File: src/rtl/core/lfuc_pkg.sv
`default_nettype none
// ----------------------------------------------------------------------------
// lfuc_pkg
// Shared types and constants of the LFU key-value store with LRU tie-break.
// ----------------------------------------------------------------------------
package lfuc_pkg;

   localparam int ENTRIES    = 16;
   localparam int COUNT_BITS = 32;
   localparam int KEY_BITS   = 32;
   localparam int DATA_BITS  = 32;
   localparam int CAP_BITS   = 5;

   localparam int IDX_BITS  = (ENTRIES > 1) ? $clog2(ENTRIES) : 1;
   localparam int RANK_BITS = IDX_BITS;
   localparam int OCC_BITS  = $clog2(ENTRIES + 1);
   localparam int CMP_BITS  = (CAP_BITS > OCC_BITS) ? CAP_BITS : OCC_BITS;

   localparam logic [CAP_BITS-1:0] CAP_RESET = CAP_BITS'(16);

   localparam logic FUNC_GET = 1'b0;
   localparam logic FUNC_PUT = 1'b1;

   typedef struct packed {
      logic                        func;
      logic signed [KEY_BITS-1:0]  lookup_key;
      logic signed [DATA_BITS-1:0] write_value;
   } req_word_type;

   typedef struct packed {
      logic                        hit;
      logic signed [DATA_BITS-1:0] read_value;
   } rsp_word_type;

   // broadcast from the sequencer to every cell
   typedef struct packed {
      logic                 touch_en;
      logic                 write_en;
      logic                 evict_en;
      logic                 insert_en;
      logic [IDX_BITS-1:0]  target;
      logic [RANK_BITS-1:0] ref_rank;
      logic [KEY_BITS-1:0]  key;
      logic [DATA_BITS-1:0] data;
   } cell_cmd_type;

   typedef struct packed {
      logic                  valid;
      logic                  match;
      logic [DATA_BITS-1:0]  data;
      logic [RANK_BITS-1:0]  rank;
   } cell_stat_type;

   // eviction candidate passed from cell to cell
   typedef struct packed {
      logic                  valid;
      logic [COUNT_BITS-1:0] count;
      logic [RANK_BITS-1:0]  rank;
      logic [IDX_BITS-1:0]   index;
   } cand_type;

endpackage
`default_nettype wire

File: src/rtl/core/lfuc_cell.sv
`default_nettype none
// ----------------------------------------------------------------------------
// lfuc_cell
// One store entry: key, data, use count and recency rank, plus one stage of
// the victim search chain.
// ----------------------------------------------------------------------------
module lfuc_cell
   import lfuc_pkg::*;
(
   input  wire logic                clock,
   input  wire logic                reset,
   input  wire logic [IDX_BITS-1:0] my_index,
   input  wire cell_cmd_type        cmd,
   input  wire cand_type            cand_left,
   output cand_type                 cand_right,
   output cell_stat_type            stat
);

   logic                  valid_ff, valid_in;
   logic [KEY_BITS-1:0]   key_ff, key_in;
   logic [DATA_BITS-1:0]  data_ff, data_in;
   logic [COUNT_BITS-1:0] count_ff, count_in;
   logic [RANK_BITS-1:0]  rank_ff, rank_in;
   cand_type              cand_ff, cand_in;
   logic                  is_target;
   logic                  i_win;

   assign is_target = (cmd.target == my_index);

   always_comb begin
      valid_in = valid_ff;
      key_in   = key_ff;
      data_in  = data_ff;
      count_in = count_ff;
      rank_in  = rank_ff;
      if (cmd.touch_en) begin
         if (is_target) begin
            rank_in = '0;
            if (count_ff != '1) begin
               count_in = count_ff + COUNT_BITS'(1);
            end
            if (cmd.write_en) begin
               data_in = cmd.data;
            end
         end else if (valid_ff && rank_ff < cmd.ref_rank) begin
            rank_in = rank_ff + RANK_BITS'(1);
         end
      end else if (cmd.evict_en) begin
         if (is_target) begin
            valid_in = 1'b0;
         end else if (valid_ff && rank_ff > cmd.ref_rank) begin
            rank_in = rank_ff - RANK_BITS'(1);
         end
      end else if (cmd.insert_en) begin
         if (is_target) begin
            valid_in = 1'b1;
            key_in   = cmd.key;
            data_in  = cmd.data;
            count_in = COUNT_BITS'(1);
            rank_in  = '0;
         end else if (valid_ff) begin
            rank_in = rank_ff + RANK_BITS'(1);
         end
      end
   end

   // lower count wins, older entry wins a tie
   assign i_win = valid_ff && (!cand_left.valid || count_ff < cand_left.count ||
                  (count_ff == cand_left.count && rank_ff > cand_left.rank));

   always_comb begin
      cand_in = cand_left;
      if (i_win) begin
         cand_in.valid = 1'b1;
         cand_in.count = count_ff;
         cand_in.rank  = rank_ff;
         cand_in.index = my_index;
      end
   end

   always_ff @(posedge clock) begin
      if (reset) begin
         valid_ff       <= 1'b0;
         cand_ff.valid  <= 1'b0;
      end else begin
         valid_ff       <= valid_in;
         cand_ff.valid  <= cand_in.valid;
      end
      key_ff        <= key_in;
      data_ff       <= data_in;
      count_ff      <= count_in;
      rank_ff       <= rank_in;
      cand_ff.count <= cand_in.count;
      cand_ff.rank  <= cand_in.rank;
      cand_ff.index <= cand_in.index;
   end

   assign cand_right = cand_ff;

   assign stat.valid = valid_ff;
   assign stat.match = valid_ff && (key_ff == cmd.key);
   assign stat.data  = data_ff;
   assign stat.rank  = rank_ff;

endmodule
`default_nettype wire

File: src/rtl/core/lfu_cache_lru_tiebreak_top.sv
`default_nettype none
// ----------------------------------------------------------------------------
// lfu_cache_lru_tiebreak_top
// Fully associative key-value store with least-frequently-used replacement
// and least-recently-used tie-break, built as a row of entry cells.
// ----------------------------------------------------------------------------
//  channel  direction  handshake            word
//  req_     in         req_valid/req_stall  req_word_type (func, key, value)
//  rsp_     out        rsp_valid/rsp_stall  rsp_word_type (hit, read_value)
//  csr_     in         csr_valid/csr_ready  capacity_in_use, 5 bits
//
//  get, put hit, put with capacity zero: lookup, then respond.
//  put miss with room: lookup, insert, respond.
//  each eviction adds a search along the victim candidate chain through
//  the cells and an evict step.
//  one word in flight; the next is accepted once the response is registered.
//  synchronous reset empties the store and sets capacity to 16.
//  a stalled response holds in the output register.
// ----------------------------------------------------------------------------
module lfu_cache_lru_tiebreak_top
   import lfuc_pkg::*;
(
   input  wire logic                clock,
   input  wire logic                reset,
   input  wire logic                req_valid,
   output logic                     req_stall,
   input  wire req_word_type        req_data,
   output logic                     rsp_valid,
   input  wire logic                rsp_stall,
   output rsp_word_type             rsp_data,
   input  wire logic                csr_valid,
   output logic                     csr_ready,
   input  wire logic [CAP_BITS-1:0] csr_data
);

   typedef enum logic [5:0] {
      ST_IDLE    = 6'b000001,
      ST_LOOKUP  = 6'b000010,
      ST_SEARCH  = 6'b000100,
      ST_EVICT   = 6'b001000,
      ST_INSERT  = 6'b010000,
      ST_RESPOND = 6'b100000
   } state_type;

   state_type             state_ff, state_in;
   req_word_type          req_ff, req_in;
   rsp_word_type          res_ff, res_in;
   rsp_word_type          rsp_ff, rsp_in;
   logic                  rsp_valid_ff, rsp_valid_in;
   logic [CAP_BITS-1:0]   cap_ff, cap_in;
   logic [OCC_BITS-1:0]   occ_ff, occ_in;
   logic [IDX_BITS-1:0]   search_cnt_ff, search_cnt_in;

   cell_cmd_type          cmd;
   cand_type              cand_chain [ENTRIES+1];
   cell_stat_type         stat [ENTRIES];
   cand_type              victim;

   logic [ENTRIES-1:0]    valid_vec;
   logic [ENTRIES-1:0]    match_vec;
   logic                  found;
   logic [IDX_BITS-1:0]   found_idx;
   logic [RANK_BITS-1:0]  found_rank;
   logic [DATA_BITS-1:0]  found_data;
   logic                  free_found;
   logic [IDX_BITS-1:0]   free_idx;

   logic [CMP_BITS-1:0]   cap_wide, cap_eff, occ_wide;
   logic                  cap_zero;
   logic                  is_put;
   logic                  rsp_slot_free;

   // entry cells
   assign cand_chain[0] = '0;

   for (genvar g = 0; g < ENTRIES; g++) begin : g_cell
      lfuc_cell u_cell (
         .clock      (clock),
         .reset      (reset),
         .my_index   (IDX_BITS'(g)),
         .cmd        (cmd),
         .cand_left  (cand_chain[g]),
         .cand_right (cand_chain[g+1]),
         .stat       (stat[g])
      );
   end

   assign victim = cand_chain[ENTRIES];

   always_comb begin
      found_idx  = '0;
      found_rank = '0;
      found_data = '0;
      free_found = 1'b0;
      free_idx   = '0;
      for (int i = 0; i < ENTRIES; i++) begin
         valid_vec[i] = stat[i].valid;
         match_vec[i] = stat[i].match;
         if (stat[i].match) begin
            found_idx  = found_idx  | IDX_BITS'(i);
            found_rank = found_rank | stat[i].rank;
            found_data = found_data | stat[i].data;
         end
      end
      // lowest free index
      for (int i = ENTRIES - 1; i >= 0; i--) begin
         if (!stat[i].valid) begin
            free_found = 1'b1;
            free_idx   = IDX_BITS'(i);
         end
      end
   end

   assign found = |match_vec;

   assign is_put   = (req_ff.func == FUNC_PUT);
   assign cap_wide = CMP_BITS'(cap_ff);
   assign cap_eff  = (cap_wide > CMP_BITS'(ENTRIES)) ? CMP_BITS'(ENTRIES) : cap_wide;
   assign cap_zero = (cap_ff == '0);
   assign occ_wide = CMP_BITS'(occ_ff);

   // cell commands
   always_comb begin
      cmd           = '0;
      cmd.key       = req_ff.lookup_key;
      cmd.data      = req_ff.write_value;
      case (state_ff)
         ST_LOOKUP: begin
            if (found && (!is_put || !cap_zero)) begin
               cmd.touch_en = 1'b1;
               cmd.write_en = is_put;
               cmd.target   = found_idx;
               cmd.ref_rank = found_rank;
            end
         end
         ST_EVICT: begin
            cmd.evict_en = 1'b1;
            cmd.target   = victim.index;
            cmd.ref_rank = victim.rank;
         end
         ST_INSERT: begin
            cmd.insert_en = 1'b1;
            cmd.target    = free_idx;
         end
         default: begin
         end
      endcase
   end

   assign rsp_slot_free = !rsp_valid_ff || !rsp_stall;

   always_comb begin
      state_in      = state_ff;
      req_in        = req_ff;
      res_in        = res_ff;
      occ_in        = occ_ff;
      search_cnt_in = search_cnt_ff;
      rsp_in        = rsp_ff;
      rsp_valid_in  = rsp_valid_ff && rsp_stall;
      case (state_ff)
         ST_IDLE: begin
            if (req_valid) begin
               req_in   = req_data;
               state_in = ST_LOOKUP;
            end
         end
         ST_LOOKUP: begin
            res_in.hit        = found;
            res_in.read_value = (!is_put && found) ? found_data : '1;
            search_cnt_in     = '0;
            if (is_put && !found && !cap_zero) begin
               state_in = (occ_wide >= cap_eff) ? ST_SEARCH : ST_INSERT;
            end else begin
               state_in = ST_RESPOND;
            end
         end
         ST_SEARCH: begin
            search_cnt_in = search_cnt_ff + IDX_BITS'(1);
            if (search_cnt_ff == IDX_BITS'(ENTRIES - 1)) begin
               state_in = ST_EVICT;
            end
         end
         ST_EVICT: begin
            occ_in        = occ_ff - OCC_BITS'(1);
            search_cnt_in = '0;
            // lowered capacity may need several evictions
            state_in = ((occ_wide - CMP_BITS'(1)) >= cap_eff) ? ST_SEARCH : ST_INSERT;
         end
         ST_INSERT: begin
            occ_in   = occ_ff + OCC_BITS'(1);
            state_in = ST_RESPOND;
         end
         ST_RESPOND: begin
            if (rsp_slot_free) begin
               rsp_in       = res_ff;
               rsp_valid_in = 1'b1;
               state_in     = ST_IDLE;
            end
         end
         default: begin
            state_in = ST_IDLE;
         end
      endcase
   end

   assign cap_in = (csr_valid && csr_ready) ? csr_data : cap_ff;

   always_ff @(posedge clock) begin
      if (reset) begin
         state_ff      <= ST_IDLE;
         rsp_valid_ff  <= 1'b0;
         cap_ff        <= CAP_RESET;
         occ_ff        <= '0;
         search_cnt_ff <= '0;
      end else begin
         state_ff      <= state_in;
         rsp_valid_ff  <= rsp_valid_in;
         cap_ff        <= cap_in;
         occ_ff        <= occ_in;
         search_cnt_ff <= search_cnt_in;
      end
      req_ff <= req_in;
      res_ff <= res_in;
      rsp_ff <= rsp_in;
   end

   assign req_stall = (state_ff != ST_IDLE);
   assign rsp_valid = rsp_valid_ff;
   assign rsp_data  = rsp_ff;
   assign csr_ready = 1'b1;

   // checks
   a_occ_count: assert property (@(posedge clock) disable iff (reset)
      occ_ff == OCC_BITS'($countones(valid_vec)))
      else $error("occupancy count disagrees with valid entries");

   a_one_match: assert property (@(posedge clock) disable iff (reset)
      $onehot0(match_vec))
      else $error("key present in more than one entry");

   a_victim: assert property (@(posedge clock) disable iff (reset)
      state_ff == ST_EVICT |-> victim.valid && valid_vec[victim.index])
      else $error("eviction without a valid victim");

   a_free_slot: assert property (@(posedge clock) disable iff (reset)
      state_ff == ST_INSERT |-> free_found)
      else $error("insert without a free entry");

endmodule
`default_nettype wire

File: config.mk
export PLATFORM = sky130hd
export DESIGN_NAME = lfu_cache_lru_tiebreak_top
export DESIGN_NICKNAME = d
export VERILOG_FILES = /design/src/rtl/core/lfuc_pkg.sv /design/src/rtl/core/lfuc_cell.sv /design/src/rtl/core/lfu_cache_lru_tiebreak_top.sv
export SDC_FILE = /design/constraint.sdc
export NUM_CORES = 2
export LEC_CHECK = 0
export ABC_AREA = 1
export ABC_CLOCK_PERIOD_IN_PS = 9300
export BUFFER_PORTS_ARGS = -buffer_cell sky130_fd_sc_hd__buf_2
export CORE_ASPECT_RATIO = 0.8
export CORE_MARGIN = 3
export CORE_UTILIZATION = 64
export CTS_BUF_LIST = sky130_fd_sc_hd__clkbuf_8 sky130_fd_sc_hd__clkbuf_16
export DETAILED_ROUTE_END_ITERATION = 16
export HOLD_SLACK_MARGIN = 0.08
export PLACE_DENSITY = 0.78
export SLEW_MARGIN = 30
export SYNTH_ARGS = -nofsm -noshare
export SYNTH_HDL_FRONTEND = slang
export SYNTH_HIERARCHICAL = 1
export SYNTH_SLANG_ARGS = --single-unit
export TNS_END_PERCENT = 10
File: constraint.sdc
create_clock -name clock -period 9.3 [get_ports clock]
set_clock_uncertainty 0.1 [all_clocks]
set_input_delay 0 -clock clock [delete_from_list [all_inputs] [get_ports clock]]
set_output_delay 0 -clock clock [all_outputs]
set_load 0.01 [all_outputs]
# After elaboration in Yosys (flattened, before gate mapping)
# Index checks and enable logic that the tools add are counted.
# Widths: inputs -> output; s select.
dict set report totals {
  ff_bits 2391
  latchBits 0
  ram_bits 0
  romBits 0
  input_bits 75
  word_cells 1167
  mem_count 0
}
dict set report classes {
  addsub 51
  n_mul 0
  n_div 0
  n_lt_le_gt_ge 65
  n_eq_ne 139
  n_shift 0
  n_mux 483
  bitwise_logic 32
  n_reduce_logical 243
}
# op n
set op_table {}
lappend op_table {{$mux 32} 193}
lappend op_table {{$eq 32x32->1} 31}
lappend op_table {{$mux 4} 184}
lappend op_table {{$mux 41} 15}
lappend op_table {{$add 32x1->32 const B} 16}
lappend op_table {{$ne 32x32->1 const B} 16}
lappend op_table {{$lt 32x32->1} 15}
lappend op_table {{$or 32x32->32} 15}
lappend op_table {{$reduce_and 4->1} 48}
lappend op_table {{$gt 4x4->1} 31}
lappend op_table {{$ne 3x1->1 const B} 32}
lappend op_table {{$logic_and 1x1->1} 83}
lappend op_table {{$reduce_and 5->1} 16}
lappend op_table {{$mux 1} 69}
lappend op_table {{$add 4x1->4 const B} 17}
lappend op_table {{$lt 4x4->1} 16}
lappend op_table {{$reduce_bool 4->1} 16}
lappend op_table {{$sub 4x1->4 const B} 16}
lappend op_table {{$or 4x4->4} 15}
lappend op_table {{$reduce_and 3->1} 17}
lappend op_table {{$ne 3x3->1 const B} 16}
lappend op_table {{$eq 4x4->1 const B} 9}
lappend op_table {{$pmux 6 s6} 1}
lappend op_table {{$ne 2x1->1 const B} 17}
lappend op_table {{33 further kinds} 109}

# Longest topological paths before layout
dict set report depth {
  word_depth 41
  ltp_mapped 26
  ltp_nobuf 25
}

# Hierarchy
# Netlist, hierarchy kept.
# mod instances cells_each area_each_um2
set by_module_without_submodules {}
lappend by_module_without_submodules {{lfuc_cell at g_cell[0].u_cell ...} 14 769 7218.2}
lappend by_module_without_submodules {lfu_cache_lru_tiebreak_top 1 999 9253.9}
lappend by_module_without_submodules {{lfuc_cell at g_cell[13].u_cell} 1 778 7199.4}
lappend by_module_without_submodules {{lfuc_cell at g_cell[9].u_cell} 1 773 7129.3}

# Worst setup path after synthesis
# OpenSTA, ideal clock, no wires.
dict set report synth_timing {
  path_kind {register to register}
  startpoint {register req_ff, in the netlist cmd[33]}
  endpoint {register g_cell[10].u_cell.count_ff[0], enable pin}
  setup_ps 480
  arrival_ps 6550
  required_time_ps 8720
  path_slack_ps 2170
  path_stages_with_launch 22
  path_buffers 1
  synth_period_minus_slack_ps 7130
  cell_sequence {edfxtp_1 -> o22ai_1 -> a211oi_1 -> nand2_1 -> nor2_1 -> nand4_1 -> nor2_1 -> buf_6 -> nor2_4 -> nand3_2 -> nor2_4 -> nand2_4 -> o21ai_2 -> nor2_4 -> o21ai_1 -> o211ai_1 -> xor2_1 -> a21oi_1 -> nand2_1 -> inv_1 -> nand2_1 -> a311oi_1}
}
# item line
set synth_rtl {}
lappend synth_rtl {{start, declared} lfu_cache_lru_tiebreak_top.sv:46} ;# req_word_type req_ff, req_in;
lappend synth_rtl {{start signal, assigned} lfu_cache_lru_tiebreak_top.sv:222} ;# req_ff <= req_in;
lappend synth_rtl {{end signal, assigned} lfuc_cell.sv:91} ;# count_ff <= count_in;
lappend synth_rtl {{end, declared} lfuc_cell.sv:22} ;# logic [COUNT_BITS-1:0] count_ff, count_in;

==> impl_metrics.py <==
metrics = {
    "clock_network": {
        "clock_sinks": 2391,
        "tritoncts": "yes",
        "post_cts_buffers": 0,
        "root_buffer": "clkbuf_16",
        "clock_latency_ns": 0.88,
        "cts_made_buffers": 226,
        "clk_path_buf_depth": 3,
        "clk_pin_slew_ns": 0.07,
        "ctsHtreeMaxLevel": 4,
    },
    "timing": {
        "finalSetupTns_ns": 0,
        "post-route-period-util": 0.804,
        "setup_viol": 0,
        "max_freq_ghz": 0.134,
        "max_slew_margin": 0.310,
        "rsz0062_at_grt": "no",
        "tightest_slew_ns": 1.04,
        "finalHoldViolations": 0,
        "hold_slack_ns": 0.275,
        "slew_viol_final": 0,
        "fin_crit_ns": 7.48,
    },
    "floorplanning": {
        "fp.dieArea_sq_um": 198000,
        "start_util": 0.647,
        "die_w_um": 497,
        "die_y_um": 399,
        "core-area_sq_um": 191000,
        "row_count": 143,
        "io_pins": 111,
    },
    "global_route": {
        "grt_pass1_wl_mm": 551,
        "antenna_found_initial": 17,
        "grt_max_degree": 104,
        "grt_pass1_vias": 94400,
        "track_usage": 0.359,
        "grt_overflow_total": 0,
    },
    "synth": {
        "syn_avg_cell_area_sq_um": 9.37,
        "ys_warn_count": 6,
        "netlist_area_sq_um": 124000,
        "postSynthCellCount": 13200,
    },
    "critical_path": {
        "cp.arrival_ns": 7.86,
        "path_cells": "buf_4 > buf_4 > nand2_1 > a221oi_1 > nand3_1 > nor2_4 > buf_4 > nor2_4 > nand3_2 > nor2_4 > nand2_4 > o21ai_2 > nor2_4 > buf_4 > inv_2 > o21a_1 > o41ai_4 > buf_4 > xor2_1 > nor2_1 > nand2_1 > inv_1 > nand3_1 > nor2_4",
        "startpoint_type": "flop",
        "crit_fanout": 40,
        "slowest_stage": "nor2_4",
        "critical_path_class": "reg2reg",
        "required_ns": 9.68,
        "crit_path_end_kind": "flop",
        "cpPeakStageDelay_ns": 0.96,
    },
    "power_and_ir_drop": {
        "ir_drop_mv": 0.165,
        "power_density_nw_per_um2": 173,
        "power_uw": 23700,
        "p_leak_uw": 0.0574,
    },
    "detailed_routing": {
        "drt_pass1_iterations": 8,
        "route.detailed.drc": 0,
        "routed_wl_mm": 365,
        "drt_iter0_markers": 13000,
        "vias": 99600,
        "avgViaCountPerCell": 6.05,
        "wl_per_cell_um": 22.1,
        "antenna_left": 0,
    },
    "finish": {
        "fin_nets": 14500,
        "drive_gt1_frac": 0.0927,
        "final.fill_count": 13600,
        "syn_to_final_growth_pct": 11.3,
        "fin_cells": 16500,
    },
    "place": {
        "gp_congestion": 1.00,
        "dp_cells": 15900,
        "portBuffers": 109,
        "hpwlAfterDp_mm": 251,
    },
    "run": {
        "drv_cap": 0,
    },
    "status": {
        "outcome": "completed",
    },
    "worst_hold_path": {
        "min_path_type": "in2reg",
    },
}
==> cell usage in the layout, fill, tap and decap left out, types with 237 or more instances in the layout <==
cell and instances:
a21oi_1 648, clkbuf_16 237, nor2_1 835, edfxtp_1 1731, nand2_1 3210, ha_1 701, inv_1 1670, dfxtp_1 658
o21ai_0 280, nand3_1 975
==> path summary, 6_finish.rpt <==
path,slack [ns],depth (start not counted),startpoint,to
min reg2reg,0.32,0,res_ff[27],rsp_data[27]
min,0.28,3,req_data[15],cmd[15]
max reg2reg,1.82,24,cmd[55],g_cell[8].u_cell/key_ff[5]
max,1.82,24,cmd[55],g_cell[8].u_cell/key_ff[5]
==> stage by stage <==
step / instance area (sq um) / setup slack (ns) / utilization
finish: 137000 / 1.82 / 0.720
global route: 137000 / 1.60 / 0.720
floorplan: 124000 / 2.17 / -
detailed placement: 128000 / 2.02 / 0.670
global placement: 128000 / 2.15 / 0.668
CTS: 137000 / 1.99 / 0.718
==> timing repair <==
| action | 4_1_cts | 5_1_grt |
|---|---|---|
| hold endpoints to repair | 163 | 0 |
| resized for setup | 0 | 0 |
| hold buffers | 158 | 0 |
==> state kept, by name (all words and copies together) (netlist names) <==
name	cells
search_cnt_ff	4
rsp_data	33
g_cell.u_cell/count_ff	512
g_cell.u_cell/key_ff	512
g_cell.u_cell/data_ff	512
rsp_valid	1
g_cell.u_cell/rank_ff	64
state_ff	6
g_cell.u_cell/valid_ff	16
occ_ff	5
cmd	64
res_ff	33
g_cell.u_cell/cand_right	623
is_put	1
cap_ff	5
==> layer usage <==
| metal | track usage | up-vias | routed length, um |
|---|---|---|---|
| li1 | - | 45700 | - |
| met1 | 0.499 | 46900 | 145000 |
| met2 | 0.547 | 6011 | 159000 |
| met3 | 0.0769 | 998 | 42600 |
| met4 | 0.155 | 10 | 17300 |
| met5 | 0 | - | 55 |
==> critical path, delay by kind of cell, from the launching register on <==
kind / cells / cell delay, ns
compound gates: 4 / 0.85
xor+xnor: 1 / 0.11
flops: 1 / 0.92
simple gates: 12 / 2.61
buf+inv: 7 / 2.43
==> cell type report <==
type,count,area (sq um),area share
clock inverter,173,1410,0.0103
tap,2537,3170,0.0231
clock buffer,258,6220,0.0453
multi-input combinational,8992,51300,0.374
timing repair buffer,426,3730,0.0272
sequential,2391,65200,0.474
antenna,14,35.0,0.000255
inverter,1680,6330,0.0460
==> power breakdown <==
part           total, uW  internal (uW)  switching (uW)
registers          12400          11900             458
logic               1840            570            1270
clock network       9480           5270            4210
total              23700          17800            5940
(Power assumes the default switching activity.)
